## src/rtl/core/assert_macros.svh

```systemverilog
// assertion macros used by the top level of the passage direction detector
// no dependencies; the bodies are empty when SYNTHESIS is defined
`ifndef ASSERT_MACROS_SVH
`define ASSERT_MACROS_SVH

`ifndef SYNTHESIS

// same-cycle implication, checked at every rising clock edge out of reset
`define TBP_ASSERT_IMP(name, clk, rst_n, ante, cons) \
    name: assert property (@(posedge clk) disable iff (!(rst_n)) (ante) |-> (cons)) \
        else $error("assertion failed");

// next-cycle implication
`define TBP_ASSERT_NXT(name, clk, rst_n, ante, cons) \
    name: assert property (@(posedge clk) disable iff (!(rst_n)) (ante) |=> (cons)) \
        else $error("assertion failed");

`else

`define TBP_ASSERT_IMP(name, clk, rst_n, ante, cons)
`define TBP_ASSERT_NXT(name, clk, rst_n, ante, cons)

`endif

`endif

```

## src/rtl/core/tbpdd_pkg.sv

```systemverilog
// package of the passage direction detector: mode and event codes, register
// indexes, fixed field widths and the poll interval table; no dependencies
package tbpdd_pkg;

    // fixed field widths
    localparam int LIMIT_W   = 13;
    localparam int PCT_W     = 7;
    localparam int TMO_W     = 16;
    localparam int STEP_W    = 10;
    localparam int ELAPSED_W = 17;
    localparam int POLL_W    = 13;
    localparam int MODE_W    = 3;
    localparam int EVENT_W   = 3;
    localparam int ADDR_W    = 5;
    localparam int DATA_W    = 32;

    // operating modes
    localparam logic [MODE_W-1:0] MODE_IDLE   = 3'd0;
    localparam logic [MODE_W-1:0] MODE_DETECT = 3'd1;
    localparam logic [MODE_W-1:0] MODE_ENTRY  = 3'd2;
    localparam logic [MODE_W-1:0] MODE_EXIT   = 3'd3;
    localparam logic [MODE_W-1:0] MODE_DONE   = 3'd4;
    localparam logic [MODE_W-1:0] MODE_MOTION = 3'd5;
    localparam logic [MODE_W-1:0] MODE_CAL    = 3'd6;

    // reported events
    localparam logic [EVENT_W-1:0] EV_NONE        = 3'd0;
    localparam logic [EVENT_W-1:0] EV_ENTRANCE    = 3'd1;
    localparam logic [EVENT_W-1:0] EV_EXIT        = 3'd2;
    localparam logic [EVENT_W-1:0] EV_DOOR_OPEN   = 3'd3;
    localparam logic [EVENT_W-1:0] EV_DOOR_CLOSED = 3'd4;
    localparam logic [EVENT_W-1:0] EV_TIMEOUT     = 3'd5;
    localparam logic [EVENT_W-1:0] EV_CAL_DONE    = 3'd6;

    // register indexes (byte address / 4)
    localparam logic [2:0] REG_LIMIT   = 3'd0;
    localparam logic [2:0] REG_PCT     = 3'd1;
    localparam logic [2:0] REG_SWAP    = 3'd2;
    localparam logic [2:0] REG_TIMEOUT = 3'd3;
    localparam logic [2:0] REG_STEP    = 3'd4;

    // reset values
    localparam int LIMIT_RESET   = 900;
    localparam int PCT_RESET     = 30;
    localparam int TIMEOUT_RESET = 3000;
    localparam int STEP_RESET    = 20;
    localparam int BASE_RESET    = 1000;
    localparam int TOL_RESET     = 10;

    localparam logic [ELAPSED_W-1:0] ELAPSED_MAX = '1;

    // wait before the next poll, per mode
    function automatic logic [POLL_W-1:0] poll_for_mode(input logic [MODE_W-1:0] mode);
        logic [POLL_W-1:0] poll;
        case (mode)
            MODE_IDLE:   poll = 13'd5000;
            MODE_DETECT: poll = 13'd50;
            MODE_MOTION: poll = 13'd200;
            MODE_CAL:    poll = 13'd200;
            default:     poll = 13'd20;
        endcase
        return poll;
    endfunction

endpackage

```

## src/rtl/core/tbpdd_cal.sv

```systemverilog
// calibration arithmetic: baseline means, clamp and tolerance, four stages
// depends on tbpdd_pkg; divisions by constants use reciprocal multiplies
module tbpdd_cal
    import tbpdd_pkg::*;
#(
    parameter int CAL_SAMPLES = 20,
    parameter int DIST_BITS   = 13,
    localparam int SUM_W = $clog2(CAL_SAMPLES * ((1 << DIST_BITS) - 1) + 1)
) (
    input  logic                 i_clk,
    input  logic                 i_rst_n,
    input  logic                 i_start,
    input  logic [SUM_W-1:0]     i_sum_near,
    input  logic [SUM_W-1:0]     i_sum_far,
    input  logic [LIMIT_W-1:0]   i_limit,
    input  logic [PCT_W-1:0]     i_pct,
    output logic                 o_done,
    output logic [DIST_BITS-1:0] o_base_near,
    output logic [DIST_BITS-1:0] o_base_far,
    output logic [DIST_BITS-1:0] o_tol
);

    // floor(x / CAL_SAMPLES) = (x * RECIP_N) >> SHIFT_N for every x below 2^SUM_W
    localparam int SHIFT_N = SUM_W + $clog2(CAL_SAMPLES);
    localparam int RN_W    = SUM_W + 1;
    localparam longint unsigned RECIP_N_L =
        ((64'd1 << SHIFT_N) + 64'(CAL_SAMPLES) - 64'd1) / 64'(CAL_SAMPLES);
    localparam logic [RN_W-1:0] RECIP_N = RN_W'(RECIP_N_L);
    localparam int PN_W = SUM_W + RN_W;

    // floor(y / 100) the same way, y = mean * percent
    localparam int MP_W      = DIST_BITS + PCT_W;
    localparam int SHIFT_H   = MP_W + 7;
    localparam int RH_W      = MP_W + 1;
    localparam longint unsigned RECIP_H_L = ((64'd1 << SHIFT_H) + 64'd99) / 64'd100;
    localparam logic [RH_W-1:0] RECIP_H = RH_W'(RECIP_H_L);
    localparam int PH_W = MP_W + RH_W;
    localparam int CMP_W = (DIST_BITS > LIMIT_W) ? DIST_BITS : LIMIT_W;

    logic [3:0]           r_vld;
    logic [PN_W-1:0]      r_prod_near;
    logic [PN_W-1:0]      r_prod_far;
    logic [DIST_BITS-1:0] r_base_near;
    logic [DIST_BITS-1:0] r_base_far;
    logic [DIST_BITS-1:0] r_mean;
    logic [MP_W-1:0]      r_mp;
    logic [DIST_BITS-1:0] r_tol;

    logic [DIST_BITS-1:0] n_avg_near;
    logic [DIST_BITS-1:0] n_avg_far;
    logic [DIST_BITS-1:0] n_base_near;
    logic [DIST_BITS-1:0] n_base_far;
    logic [DIST_BITS:0]   n_base_sum;
    logic [PH_W-1:0]      n_prod_h;
    logic [DIST_BITS:0]   n_tol_wide;
    logic [DIST_BITS-1:0] n_tol;

    always_comb begin
        n_avg_near = r_prod_near[SHIFT_N +: DIST_BITS];
        n_avg_far  = r_prod_far[SHIFT_N +: DIST_BITS];
        // clamp to the configured limit
        n_base_near = (CMP_W'(n_avg_near) > CMP_W'(i_limit)) ?
                      DIST_BITS'(i_limit) : n_avg_near;
        n_base_far  = (CMP_W'(n_avg_far) > CMP_W'(i_limit)) ?
                      DIST_BITS'(i_limit) : n_avg_far;
        n_base_sum  = {1'b0, n_base_near} + {1'b0, n_base_far};
        n_prod_h    = PH_W'(r_mp) * PH_W'(RECIP_H);
        n_tol_wide  = n_prod_h[SHIFT_H +: DIST_BITS + 1];
        // percent above 100 can push the tolerance past the distance range
        n_tol       = n_tol_wide[DIST_BITS] ? '1 : n_tol_wide[DIST_BITS-1:0];
    end

    always_ff @(posedge i_clk) begin
        if (!i_rst_n) begin
            r_vld <= '0;
        end else begin
            r_vld <= {r_vld[2:0], i_start};
        end
        r_prod_near <= PN_W'(i_sum_near) * PN_W'(RECIP_N);
        r_prod_far  <= PN_W'(i_sum_far) * PN_W'(RECIP_N);
        r_base_near <= n_base_near;
        r_base_far  <= n_base_far;
        r_mean      <= n_base_sum[DIST_BITS:1];
        r_mp        <= MP_W'(r_mean) * MP_W'(i_pct);
        r_tol       <= n_tol;
    end

    assign o_done      = r_vld[3];
    assign o_base_near = r_base_near;
    assign o_base_far  = r_base_far;
    assign o_tol       = r_tol;

endmodule

```

## src/rtl/core/two_beam_passage_direction_detector.sv

```systemverilog
// top level of the two-beam passage direction detector
// depends on tbpdd_pkg, tbpdd_cal and assert_macros.svh
//
// usage
//   input channel (i_valid / o_ready): one poll per transfer, two beam
//   distances, a door-closed flag and a motion flag
//   output channel (o_valid / i_ready): exactly one result per poll, in order:
//   mode, event, passage time, indicator, next poll interval, tolerance
//   config: apb-style write port, registers at byte address 4*i; pready tied high
//   path: a poll lands in an input register, its result is then registered in
//   the output register, and o_valid comes from that register
//   throughput: one poll per cycle while the output register is free; the poll
//   that closes calibration runs the four-stage calibration unit and the input
//   waits for it until the calibration result is loaded into the output register
//   reset: calibration mode, baselines 1000, tolerance 10, registers at
//   their defaults, both channels empty
//   stall: a held result stays in the output register; one more poll is
//   taken into the input register, then o_ready drops until i_ready returns
`include "assert_macros.svh"

module two_beam_passage_direction_detector
    import tbpdd_pkg::*;
#(
    parameter int CAL_SAMPLES = 20,
    parameter int DIST_BITS   = 13
) (
    input  logic                 i_clk,
    input  logic                 i_rst_n,
    // poll input
    input  logic                 i_valid,
    output logic                 o_ready,
    input  logic [DIST_BITS-1:0] i_near_distance,
    input  logic [DIST_BITS-1:0] i_far_distance,
    input  logic                 i_door_closed,
    input  logic                 i_motion_seen,
    // result output
    output logic                 o_valid,
    input  logic                 i_ready,
    output logic [MODE_W-1:0]    o_mode_now,
    output logic [EVENT_W-1:0]   o_event_code,
    output logic [ELAPSED_W-1:0] o_passage_ms,
    output logic                 o_indicator_on,
    output logic [POLL_W-1:0]    o_poll_interval_ms,
    output logic [DIST_BITS-1:0] o_threshold_tolerance,
    // configuration
    input  logic                 psel,
    input  logic                 penable,
    input  logic                 pwrite,
    input  logic [ADDR_W-1:0]    paddr,
    input  logic [DATA_W-1:0]    pwdata,
    output logic [DATA_W-1:0]    prdata,
    output logic                 pready
);

    localparam int SUM_W = $clog2(CAL_SAMPLES * ((1 << DIST_BITS) - 1) + 1);
    localparam int CNT_W = $clog2(CAL_SAMPLES + 1);

    // sequencer: normal polls, calibration math in flight, calibration result out
    typedef enum logic [1:0] {
        SEQ_RUN,
        SEQ_CAL,
        SEQ_EMIT
    } t_seq_e;

    t_seq_e r_seq;

    // configuration registers
    logic [LIMIT_W-1:0] r_cfg_limit;
    logic [PCT_W-1:0]   r_cfg_pct;
    logic               r_cfg_swap;
    logic [TMO_W-1:0]   r_cfg_timeout;
    logic [STEP_W-1:0]  r_cfg_step;

    // input register
    logic                 r_in_valid;
    logic [DIST_BITS-1:0] r_near;
    logic [DIST_BITS-1:0] r_far;
    logic                 r_door;
    logic                 r_motion;

    // detector state
    logic [MODE_W-1:0]    r_mode;
    logic [DIST_BITS-1:0] r_base_near;
    logic [DIST_BITS-1:0] r_base_far;
    logic [DIST_BITS-1:0] r_tol;
    logic [CNT_W-1:0]     r_count;
    logic [SUM_W-1:0]     r_sum_near;
    logic [SUM_W-1:0]     r_sum_far;
    logic [ELAPSED_W-1:0] r_elapsed;
    logic                 r_cal_start;

    // output register
    logic                 r_out_valid;
    logic [MODE_W-1:0]    r_out_mode;
    logic [EVENT_W-1:0]   r_out_event;
    logic [ELAPSED_W-1:0] r_out_passage;
    logic                 r_out_ind;
    logic [POLL_W-1:0]    r_out_poll;
    logic [DIST_BITS-1:0] r_out_tol;

    // next-state values of one poll
    logic [MODE_W-1:0]    n_mode;
    logic [EVENT_W-1:0]   n_event;
    logic [ELAPSED_W-1:0] n_passage;
    logic [ELAPSED_W-1:0] n_elapsed;
    logic [CNT_W-1:0]     n_count;
    logic [SUM_W-1:0]     n_sum_near;
    logic [SUM_W-1:0]     n_sum_far;
    logic                 n_cal_fin;

    logic                 w_accept;
    logic                 w_out_free;
    logic                 w_consume;
    logic                 w_emit;
    logic                 w_out_load;
    logic                 w_cfg_wr;
    logic [2:0]           w_cfg_idx;
    logic [MODE_W-1:0]    w_mode_pre;
    logic                 w_near_hit;
    logic                 w_far_hit;
    logic                 w_near_clear;
    logic                 w_far_clear;
    logic [ELAPSED_W:0]   w_timer_sum;
    logic [ELAPSED_W-1:0] w_timer;
    logic                 w_pass_hit;
    logic [MODE_W-1:0]    w_res_mode;
    logic [EVENT_W-1:0]   w_res_event;
    logic [ELAPSED_W-1:0] w_res_passage;

    logic                 w_cal_done;
    logic [DIST_BITS-1:0] w_cal_near;
    logic [DIST_BITS-1:0] w_cal_far;
    logic [DIST_BITS-1:0] w_cal_tol;

    // handshakes
    assign w_out_free = !r_out_valid || i_ready;
    assign w_consume  = r_in_valid && (r_seq == SEQ_RUN) && w_out_free;
    assign w_emit     = (r_seq == SEQ_EMIT) && w_out_free;
    assign o_ready    = !r_in_valid || w_consume;
    assign w_accept   = i_valid && o_ready;
    assign w_out_load = (w_consume && !n_cal_fin) || w_emit;

    // config port
    assign pready    = 1'b1;
    assign w_cfg_idx = paddr[ADDR_W-1:2];
    assign w_cfg_wr  = psel && penable && pwrite && pready;

    always_comb begin
        case (w_cfg_idx)
            REG_LIMIT:   prdata = DATA_W'(r_cfg_limit);
            REG_PCT:     prdata = DATA_W'(r_cfg_pct);
            REG_SWAP:    prdata = DATA_W'(r_cfg_swap);
            REG_TIMEOUT: prdata = DATA_W'(r_cfg_timeout);
            REG_STEP:    prdata = DATA_W'(r_cfg_step);
            default:     prdata = '0;
        endcase
    end

    // beam compares: distance < baseline - tolerance, written without signs
    assign w_near_hit   = ({1'b0, r_near} + {1'b0, r_tol}) < {1'b0, r_base_near};
    assign w_far_hit    = ({1'b0, r_far} + {1'b0, r_tol}) < {1'b0, r_base_far};
    assign w_near_clear = ({1'b0, r_near} + {1'b0, r_tol}) > {1'b0, r_base_near};
    assign w_far_clear  = ({1'b0, r_far} + {1'b0, r_tol}) > {1'b0, r_base_far};

    // confirmation timer, saturating
    assign w_timer_sum = {1'b0, r_elapsed} + (ELAPSED_W + 1)'(r_cfg_step);
    assign w_timer     = w_timer_sum[ELAPSED_W] ? ELAPSED_MAX : w_timer_sum[ELAPSED_W-1:0];

    // mode logic for the poll in the input register
    always_comb begin
        w_mode_pre = r_mode;
        n_event    = EV_NONE;
        n_passage  = '0;
        n_elapsed  = r_elapsed;
        n_count    = r_count;
        n_sum_near = r_sum_near;
        n_sum_far  = r_sum_far;
        n_cal_fin  = 1'b0;
        w_pass_hit = 1'b0;

        // closed door wins over everything outside idle
        if (r_mode != MODE_IDLE && r_door) begin
            w_mode_pre = MODE_IDLE;
            n_event    = EV_DOOR_CLOSED;
        end
        n_mode = w_mode_pre;

        case (w_mode_pre)
            MODE_CAL: begin
                if (r_count < CNT_W'(CAL_SAMPLES)) begin
                    n_sum_near = r_sum_near + SUM_W'(r_near);
                    n_sum_far  = r_sum_far + SUM_W'(r_far);
                    n_count    = r_count + CNT_W'(1);
                    if (n_count == CNT_W'(CAL_SAMPLES)) begin
                        n_cal_fin = 1'b1;
                        n_mode    = MODE_IDLE;
                        n_event   = EV_CAL_DONE;
                    end
                end
            end
            MODE_IDLE: begin
                if (!r_door) begin
                    n_mode  = MODE_MOTION;
                    n_event = EV_DOOR_OPEN;
                end
            end
            MODE_MOTION: begin
                if (r_motion) begin
                    n_mode = MODE_DETECT;
                end
            end
            MODE_DETECT: begin
                if (!r_motion) begin
                    n_mode = MODE_MOTION;
                end else if (w_near_hit) begin
                    n_mode    = MODE_ENTRY;
                    n_elapsed = '0;
                end else if (w_far_hit) begin
                    n_mode    = MODE_EXIT;
                    n_elapsed = '0;
                end
            end
            MODE_ENTRY, MODE_EXIT: begin
                n_elapsed  = w_timer;
                // the other beam confirms the direction
                w_pass_hit = (w_mode_pre == MODE_ENTRY) ? w_far_hit : w_near_hit;
                if (w_pass_hit) begin
                    n_event   = ((w_mode_pre == MODE_ENTRY) != r_cfg_swap) ?
                                EV_ENTRANCE : EV_EXIT;
                    n_passage = w_timer;
                    n_mode    = MODE_DONE;
                end else if (w_timer >= ELAPSED_W'(r_cfg_timeout)) begin
                    n_event = EV_TIMEOUT;
                    n_mode  = MODE_DONE;
                end
            end
            MODE_DONE: begin
                // wait until both beams are clear again
                if (w_near_clear && w_far_clear) begin
                    n_mode = MODE_MOTION;
                end
            end
            default: begin
            end
        endcase
    end

    // result source: a normal poll or the delayed calibration result
    always_comb begin
        if (r_seq == SEQ_EMIT) begin
            w_res_mode    = MODE_IDLE;
            w_res_event   = EV_CAL_DONE;
            w_res_passage = '0;
        end else begin
            w_res_mode    = n_mode;
            w_res_event   = n_event;
            w_res_passage = n_passage;
        end
    end

    tbpdd_cal #(
        .CAL_SAMPLES (CAL_SAMPLES),
        .DIST_BITS   (DIST_BITS)
    ) u_cal (
        .i_clk       (i_clk),
        .i_rst_n     (i_rst_n),
        .i_start     (r_cal_start),
        .i_sum_near  (r_sum_near),
        .i_sum_far   (r_sum_far),
        .i_limit     (r_cfg_limit),
        .i_pct       (r_cfg_pct),
        .o_done      (w_cal_done),
        .o_base_near (w_cal_near),
        .o_base_far  (w_cal_far),
        .o_tol       (w_cal_tol)
    );

    always_ff @(posedge i_clk) begin
        if (!i_rst_n) begin
            r_seq         <= SEQ_RUN;
            r_in_valid    <= 1'b0;
            r_out_valid   <= 1'b0;
            r_cal_start   <= 1'b0;
            r_mode        <= MODE_CAL;
            r_base_near   <= DIST_BITS'(BASE_RESET);
            r_base_far    <= DIST_BITS'(BASE_RESET);
            r_tol         <= DIST_BITS'(TOL_RESET);
            r_count       <= '0;
            r_sum_near    <= '0;
            r_sum_far     <= '0;
            r_elapsed     <= '0;
            r_cfg_limit   <= LIMIT_W'(LIMIT_RESET);
            r_cfg_pct     <= PCT_W'(PCT_RESET);
            r_cfg_swap    <= 1'b0;
            r_cfg_timeout <= TMO_W'(TIMEOUT_RESET);
            r_cfg_step    <= STEP_W'(STEP_RESET);
        end else begin
            // register writes
            if (w_cfg_wr) begin
                case (w_cfg_idx)
                    REG_LIMIT:   r_cfg_limit   <= pwdata[LIMIT_W-1:0];
                    REG_PCT:     r_cfg_pct     <= pwdata[PCT_W-1:0];
                    REG_SWAP:    r_cfg_swap    <= pwdata[0];
                    REG_TIMEOUT: r_cfg_timeout <= pwdata[TMO_W-1:0];
                    REG_STEP:    r_cfg_step    <= pwdata[STEP_W-1:0];
                    default: begin
                    end
                endcase
            end

            // input register fill and drain
            if (w_accept) begin
                r_in_valid <= 1'b1;
            end else if (w_consume) begin
                r_in_valid <= 1'b0;
            end

            // output register
            if (w_out_load) begin
                r_out_valid <= 1'b1;
            end else if (i_ready) begin
                r_out_valid <= 1'b0;
            end

            // one-cycle start pulse for the calibration unit
            r_cal_start <= w_consume && n_cal_fin;

            case (r_seq)
                SEQ_RUN: begin
                    if (w_consume) begin
                        r_mode     <= n_mode;
                        r_elapsed  <= n_elapsed;
                        r_count    <= n_count;
                        r_sum_near <= n_sum_near;
                        r_sum_far  <= n_sum_far;
                        if (n_cal_fin) begin
                            r_seq <= SEQ_CAL;
                        end
                    end
                end
                SEQ_CAL: begin
                    if (w_cal_done) begin
                        r_base_near <= w_cal_near;
                        r_base_far  <= w_cal_far;
                        r_tol       <= w_cal_tol;
                        r_seq       <= SEQ_EMIT;
                    end
                end
                SEQ_EMIT: begin
                    if (w_emit) begin
                        r_seq <= SEQ_RUN;
                    end
                end
                default: begin
                    r_seq <= SEQ_RUN;
                end
            endcase
        end

        // payload registers
        if (w_accept) begin
            r_near   <= i_near_distance;
            r_far    <= i_far_distance;
            r_door   <= i_door_closed;
            r_motion <= i_motion_seen;
        end
        if (w_out_load) begin
            r_out_mode    <= w_res_mode;
            r_out_event   <= w_res_event;
            r_out_passage <= w_res_passage;
            r_out_ind     <= (w_res_mode inside {[MODE_DETECT:MODE_DONE]});
            r_out_poll    <= poll_for_mode(w_res_mode);
            r_out_tol     <= r_tol;
        end
    end

    assign o_valid               = r_out_valid;
    assign o_mode_now            = r_out_mode;
    assign o_event_code          = r_out_event;
    assign o_passage_ms          = r_out_passage;
    assign o_indicator_on        = r_out_ind;
    assign o_poll_interval_ms    = r_out_poll;
    assign o_threshold_tolerance = r_out_tol;

    // the calibration unit only finishes while the sequencer waits for it
    `TBP_ASSERT_IMP(a_cal_done_in_cal, i_clk, i_rst_n, w_cal_done, r_seq == SEQ_CAL)

    // a passage time goes out only with an entrance or exit event
    `TBP_ASSERT_IMP(a_passage_event, i_clk, i_rst_n, o_valid && (o_passage_ms != '0), (o_event_code == EV_ENTRANCE) || (o_event_code == EV_EXIT))

    // calibration start is followed by a stalled input side
    `TBP_ASSERT_NXT(a_cal_stalls, i_clk, i_rst_n, r_cal_start, !w_consume && (r_seq == SEQ_CAL))

endmodule
```

## config.mk

```make
export PLATFORM = sky130hd
export DESIGN_NAME = two_beam_passage_direction_detector
export DESIGN_NICKNAME = d
export VERILOG_FILES = /design/src/rtl/core/tbpdd_pkg.sv /design/src/rtl/core/tbpdd_cal.sv /design/src/rtl/core/two_beam_passage_direction_detector.sv
export VERILOG_INCLUDE_DIRS = /design/src /design/src/rtl/core
export SDC_FILE = /design/constraint.sdc
export NUM_CORES = 2
export LEC_CHECK = 0
export ABC_AREA = 1
export BUFFER_PORTS_ARGS = -buffer_cell sky130_fd_sc_hd__buf_2
export CAP_MARGIN = 10
export CORE_ASPECT_RATIO = 2
export CORE_UTILIZATION = 50
export CTS_CLUSTER_DIAMETER = 40
export DETAILED_ROUTE_END_ITERATION = 8
export GPL_TIMING_DRIVEN = 0
export PLACE_DENSITY = 0.72
export SETUP_SLACK_MARGIN = 0.02
export SLEW_MARGIN = 10
export SYNTH_ARGS = -nofsm -noshare
export SYNTH_HDL_FRONTEND = slang
export SYNTH_HIERARCHICAL = 1
export SYNTH_SLANG_ARGS = --single-unit
```

## constraint.sdc

```tcl
create_clock -name i_clk -period 7.72 [get_ports i_clk]
set_clock_uncertainty 0.05 [all_clocks]
set_input_delay 0.386 -clock i_clk [delete_from_list [all_inputs] [get_ports i_clk]]
set_output_delay 0.386 -clock i_clk [all_outputs]
set_load 0.02 [all_outputs]
```

Yosys cells after proc, flatten, opt, wreduce, memory -nomap -nowiden
Index checks and enable logic that the tools add are counted.
{"block": "word_totals", "latch_bits": 0, "reg_bits": 378, "mem_bits_rw": 0, "elab_cells": 162, "n_memories": 0, "input_bits": 72, "output_inout_bits": 85, "romBits": 0}
{"block": "op_classes", "multipliers": 4, "n_div": 0, "n_bitwise": 2, "eq_ne": 23, "add_sub_neg": 7, "reduce_logical": 38, "shifts": 0, "n_lt_le_gt_ge": 10, "mux": 43}
{"op": "one-hot mux 16 bit (5 select lines)", "n": 1}
{"op": "multiplier 18 x 19 -> 36 bit (second input constant)", "n": 2}
{"op": "two-way mux 17 bit", "n": 4}
{"op": "two-way mux 3 bit", "n": 18}
{"op": "adder 13 x 13 -> 14 bit", "n": 3}
{"op": "multiplier 20 x 20 -> 40 bit (second input constant)", "n": 1}
{"op": "one-hot mux 13 bit (3 select lines)", "n": 1}
{"op": "adder 18 x 13 -> 18 bit", "n": 2}
{"op": "one-hot mux 17 bit (2 select lines)", "n": 1}
{"op": "> comparator 14 x 13 -> 1 bit", "n": 2}
{"op": "less-than comparator 14 x 13 -> 1 bit", "n": 2}
{"op": "> comparator 13 bit", "n": 2}
{"op": "two-way mux 13 bit", "n": 2}
{"op": "multiplier 13 x 7 -> 20 bit", "n": 1}
{"op": "adder 17 x 10 -> 18 bit", "n": 1}
{"op": "equality test 3 bit (second input constant)", "n": 6}
{"op": "one-hot mux 3 bit (6 select lines)", "n": 1}
{"op": ">= comparator 17 x 16 -> 1 bit", "n": 1}
{"op": "AND reduction 2 bit", "n": 7}
{"op": "equality test 3 x 2 -> 1 bit (second input constant)", "n": 4}
{"op": "logical AND 1 bit", "n": 11}
{"op": "two-way mux 2 bit", "n": 5}
{"op": "equality test 3 x 1 -> 1 bit (second input constant)", "n": 3}
{"op": "zero test 3 bit", "n": 3}
{"op": "24 further kinds", "n": 43}

Longest topological paths before layout
{"block": "depth", "depth_word": 11, "ltp_mapped": 31, "depth_no_buf": 31}

Modules after synthesis
Netlist, hierarchy kept.
{"mod": "tbpdd_cal", "cells_each": 3050, "n_inst": 1, "seq_area_each_um2": 2042.0, "area_each_um2": 25502.0}
{"mod": "two_beam_passage_direction_detector", "cells_each": 1593, "n_inst": 1, "seq_area_each_um2": 5175.0, "area_each_um2": 12811.0}

Worst setup path after synthesis
No wires, ideal clock.
{"block": "synth_path", "path_type": "register to register", "from": "reg u_cal.r_mp[7]", "to": "reg u_cal.r_tol[11] (netlist: u_cal/o_tol[11])", "required_ps": 7553, "path_buffers": 1, "setup_ps": 117, "path_stages_with_launch": 22, "setup_slack_ps": 2258, "arrival_ps": 5295, "period_less_slack_ps": 5462, "path_cell_list": "dfxtp_1 ha_1 fa_1 inv_1 fa_1 fa_1 inv_1 fa_1 fa_1 inv_1 fa_1 inv_1 ha_1 a21oi_1 o21ai_1 a21oi_1 o21ai_1 nand2_1 nand4_1 nand2_4 buf_12 nand3_2"}
{"block": "synth_between", "elab_chain_cells": 1}
{"element": "start: declaration", "line_no": "tbpdd_cal.sv:46", "source": "logic [MP_W-1:0] r_mp;"}
{"element": "start signal: assignment", "line_no": "tbpdd_cal.sv:84", "source": "r_mp <= MP_W'(r_mean) * MP_W'(i_pct);"}
{"element": "multiplier 20 x 20 -> 40 bit", "line_no": "tbpdd_cal.sv:67", "source": "n_prod_h = PH_W'(r_mp) * PH_W'(RECIP_H);"}
{"element": "end signal: assignment", "line_no": "tbpdd_cal.sv:85", "source": "r_tol <= n_tol;"}
{"element": "end: declaration", "line_no": "tbpdd_cal.sv:47", "source": "logic [DIST_BITS-1:0] r_tol;"}
No other way between the ends.
A chain may end at the register's enable or synchronous reset.

Final worst setup path
{"block": "layout_path", "from": "reg u_cal.r_mp[4]", "to": "reg u_cal.r_tol[11] (netlist: u_cal/o_tol[11])"}
Same word-level chain as after synthesis.

==> results.py <==
metrics = {
    "cells_and_area": {
        "drive_gt1_frac": 0.0661,
        "syn_to_final_growth_pct": 9.17,
        "fill_cells": 7054,
        "utilization": 0.551,
        "fin_nets": 5965,
    },
    "detailed_routing": {
        "ant_nets": 0,
        "drt-initial-drc-count": 1409,
        "dr_wl_met3_um": 6300,
        "top_layer": "met5",
        "wl_per_cell_um": 21.2,
        "met1_length_um": 36400,
        "wl_met2_um": 65500,
        "drcViolationCount": 0,
        "drt_wl_total_um": 125000,
        "drt-pass1-iter-count": 7,
        "vias": 31943,
        "via_per_inst": 5.42,
    },
    "synthesis": {
        "yosys_warnings": 6,
        "syn_inst": 4643,
        "yosysSeqAreaShare": 0.188,
        "yosysTopAreaCellShare": 0.210,
        "avgSynthCellArea_sq_um": 8.25,
        "async_reset_ff_frac": 0,
        "netlist_area_sq_um": 38300,
        "ys_types": 63,
        "synthTopCellsByArea": "ha_1 21%, fa_1 21%, dfxtp_1 13%, inv_1 10%, nand2_1 7.2%",
        "synth_top_cell_by_area": "ha_1",
        "synth_common_cells": "1071 x inv_1, 731 x nand2_1, 644 x ha_1",
        "synth-edff-count": 71,
        "ys_ff_latch": 325,
        "yosysMostFrequentCell": "inv_1",
        "ys.flop_type": "dfxtp_1",
    },
    "sta": {
        "setup_tns_ns": 0,
        "fin_crit_ns": 7.01,
        "finalSetupViolCount": 0,
        "rsz0062_at_grt": "no",
        "fmax_mhz": 143,
        "timing.slew.headroom": 0.153,
        "worstMarginPinSlew_ns": 1.27,
        "final-max-slew-violation-count": 0,
        "hold_viol": 0,
        "worst_slack_ns": 0.709,
        "fin_crit_sh": 0.908,
    },
    "critical_path": {
        "rrSetupSlack_ns": 0.71,
        "cp.arrival_ns": 7.40,
        "max_stage_delay_ns": 0.84,
        "worst-r2r-cell-count": 23,
        "reg2reg_to": "u_cal/o_tol[11]$_SDFF_PP1_",
        "crit_required_ns": 8.11,
        "path_max_fanout": 10,
        "path_class": "flip-flop to flip-flop",
        "cp-end-kind": "flip-flop",
        "crit_chain": "inv_1 -> fa_1 -> inv_1 -> ha_1 -> inv_1 -> fa_1 -> fa_1 -> inv_1 -> fa_1 -> fa_1 -> inv_1 -> fa_1 -> inv_1 -> ha_1 -> a21oi_1 -> o21ai_1 -> a21oi_1 -> o21ai_1 -> nand2_1 -> nand4_1 -> nand2_4 -> buf_12 -> nand3_2",
        "worstReg2RegStart": "u_cal/r_mp[4]$_DFF_P_",
        "cp_top_family": "adder cells",
        "crit_buf_inv": 7,
        "worst_path_max_delay_cell": "dfxtp_1",
        "cp-start-kind": "flip-flop",
    },
    "floorplan": {
        "core_area_sq_um": 75900,
        "fp-row-count": 143,
        "die_height_um": 393,
        "die_w_um": 198,
        "die-area_sq_um": 77800,
        "num_io_pins": 157,
        "start_util": 0.505,
    },
    "placed_design": {
        "hpwl_um": 106000,
        "post-place-ws_ns": 1.03,
        "numPortBuffers": 118,
        "gp_congestion": 1.06,
    },
    "min_path": {
        "min_path_cells": 3,
        "hold_start": "i_rst_n",
        "min_to": "u_cal/r_vld[1]$_SDFF_PN0_",
        "worstHoldPathType": "primary input to flip-flop",
    },
    "clock_network": {
        "clk_latency_ns": 0.56,
        "clock_sinks": 325,
        "cts_buffers": 37,
        "post_cts_resized": 0,
        "postCtsSetupBuffers": 0,
        "clk_pin_slew_worst_paths_ns": 0.07,
        "cts_tree": "yes",
        "htreeDepth": 2,
        "cts_buffer_depth": 3,
        "cts-root-buf": "clkbuf_16",
    },
    "grt": {
        "grt_pass1_wl_um": 189000,
        "grt_pass1_vias": 34102,
        "grt_usage": 0.328,
        "grt_max_degree": 29,
        "overflow": 0,
        "antenna_found_initial": 5,
    },
    "outcome": {
        "status": "finished clean",
    },
    "run": {
        "maxCapViolations": 0,
    },
}
## final cells by class
cell class / count / area, sq um / area share
Multi-Input combinational cell: 3159 / 26600 / 0.637
Tap cell: 1015 / 1270 / 0.0304
Clock buffer: 46 / 1030 / 0.0247
Buffer: 83 / 447 / 0.0107
Timing Repair Buffer: 147 / 898 / 0.0215
Clock inverter: 21 / 216 / 0.00518
Antenna cell: 4 / 10.0 / 0.000239
Sequential cell: 325 / 7220 / 0.173
Inverter: 1094 / 4110 / 0.0982
## worst max-delay path by stage
stage          slack, ns  depth (start not counted)                   from                    endpoint
3_5_place_dp        1.03                         23  u_cal/r_mp[4]$_DFF_P_   u_cal/o_tol[7]$_SDFF_PP1_
3_3_place_gp        1.07                         23  u_cal/r_mp[4]$_DFF_P_   u_cal/o_tol[7]$_SDFF_PP1_
2_1_floorplan       2.26                         21  u_cal/r_mp[7]$_DFF_P_  u_cal/o_tol[11]$_SDFF_PP1_
4_1_cts             1.01                         23  u_cal/r_mp[4]$_DFF_P_   u_cal/o_tol[7]$_SDFF_PP1_
6_report            0.71                         23  u_cal/r_mp[4]$_DFF_P_  u_cal/o_tol[11]$_SDFF_PP1_
5_1_grt             0.48                         24  u_cal/r_mp[4]$_DFF_P_   u_cal/o_tol[7]$_SDFF_PP1_
## layout by cell type (no fill, tap or decap), types with 70 or more instances in the layout
cell,n
dfxtp_1,254
buf_2,126
edfxtp_1,71
a21oi_1,276
ha_1,644
xor2_1,70
nor2_1,300
nand3_1,130
o21ai_0,188
nand2_1,731
fa_1,402
inv_1,1071
## cell families (layout without fill, tap and decap cells)
family	after synthesis	after routing	synth area share
xor+xnor	101	101	0.0231
buf+inv	1177	1391	0.119
simple gates	1342	1342	0.152
compound gates	650	650	0.0969
other cells	2	24	0.000196
flops	325	325	0.188
fa+ha+maj	1046	1046	0.420
## registers in the layout (all words and copies together), names as in the netlist, 13 cells and up
register / count
r_sum_far: 18
r_cfg_limit: 13
u_cal/r_prod_far: 13
r_elapsed: 17
r_sum_near: 18
u_cal/o_base_near: 13
o_threshold_tolerance: 13
r_base_near: 13
u_cal/o_tol: 13
r_base_far: 13
r_cfg_timeout: 16
u_cal/o_base_far: 13
u_cal/r_prod_near: 13
u_cal/r_mp: 20
u_cal/r_mean: 13
r_far: 13
r_near: 13
r_tol: 13
o_passage_ms: 17
## tightest hold or removal path, delay by kind of cell
family | cells | cell delay, ns
buf+inv | 2 | 0.17
simple gates | 1 | 0.06
## layer usage
layer | GRT usage | vias up
li1 | - | 15065
met1 | 0.269 | 15150
met2 | 0.608 | 1096
met3 | 0.0582 | 626
met4 | 0.362 | 6
met5 | 0 | -
## timing repair
item | CTS | global route
endpoints found under the hold margin | 28 | 0
endpoints found under the setup margin | 0 | 0
hold buffers | 28 | 0
## per-stage QoR
step	cells	hold WS, ns	area (sq um)
5_1_grt	5892	0.0732	41800
2_1_floorplan	4661	0.336	38400
6_report	5894	0.0685	41800
3_5_place_dp	5795	0.350	40300
3_3_place_gp	5794	0.349	40200
4_1_cts	5890	0.0473	41800
Power is left out: the tool's default activity adds up to more than one toggle a clock period on the data nets, which glitch-free logic cannot reach.
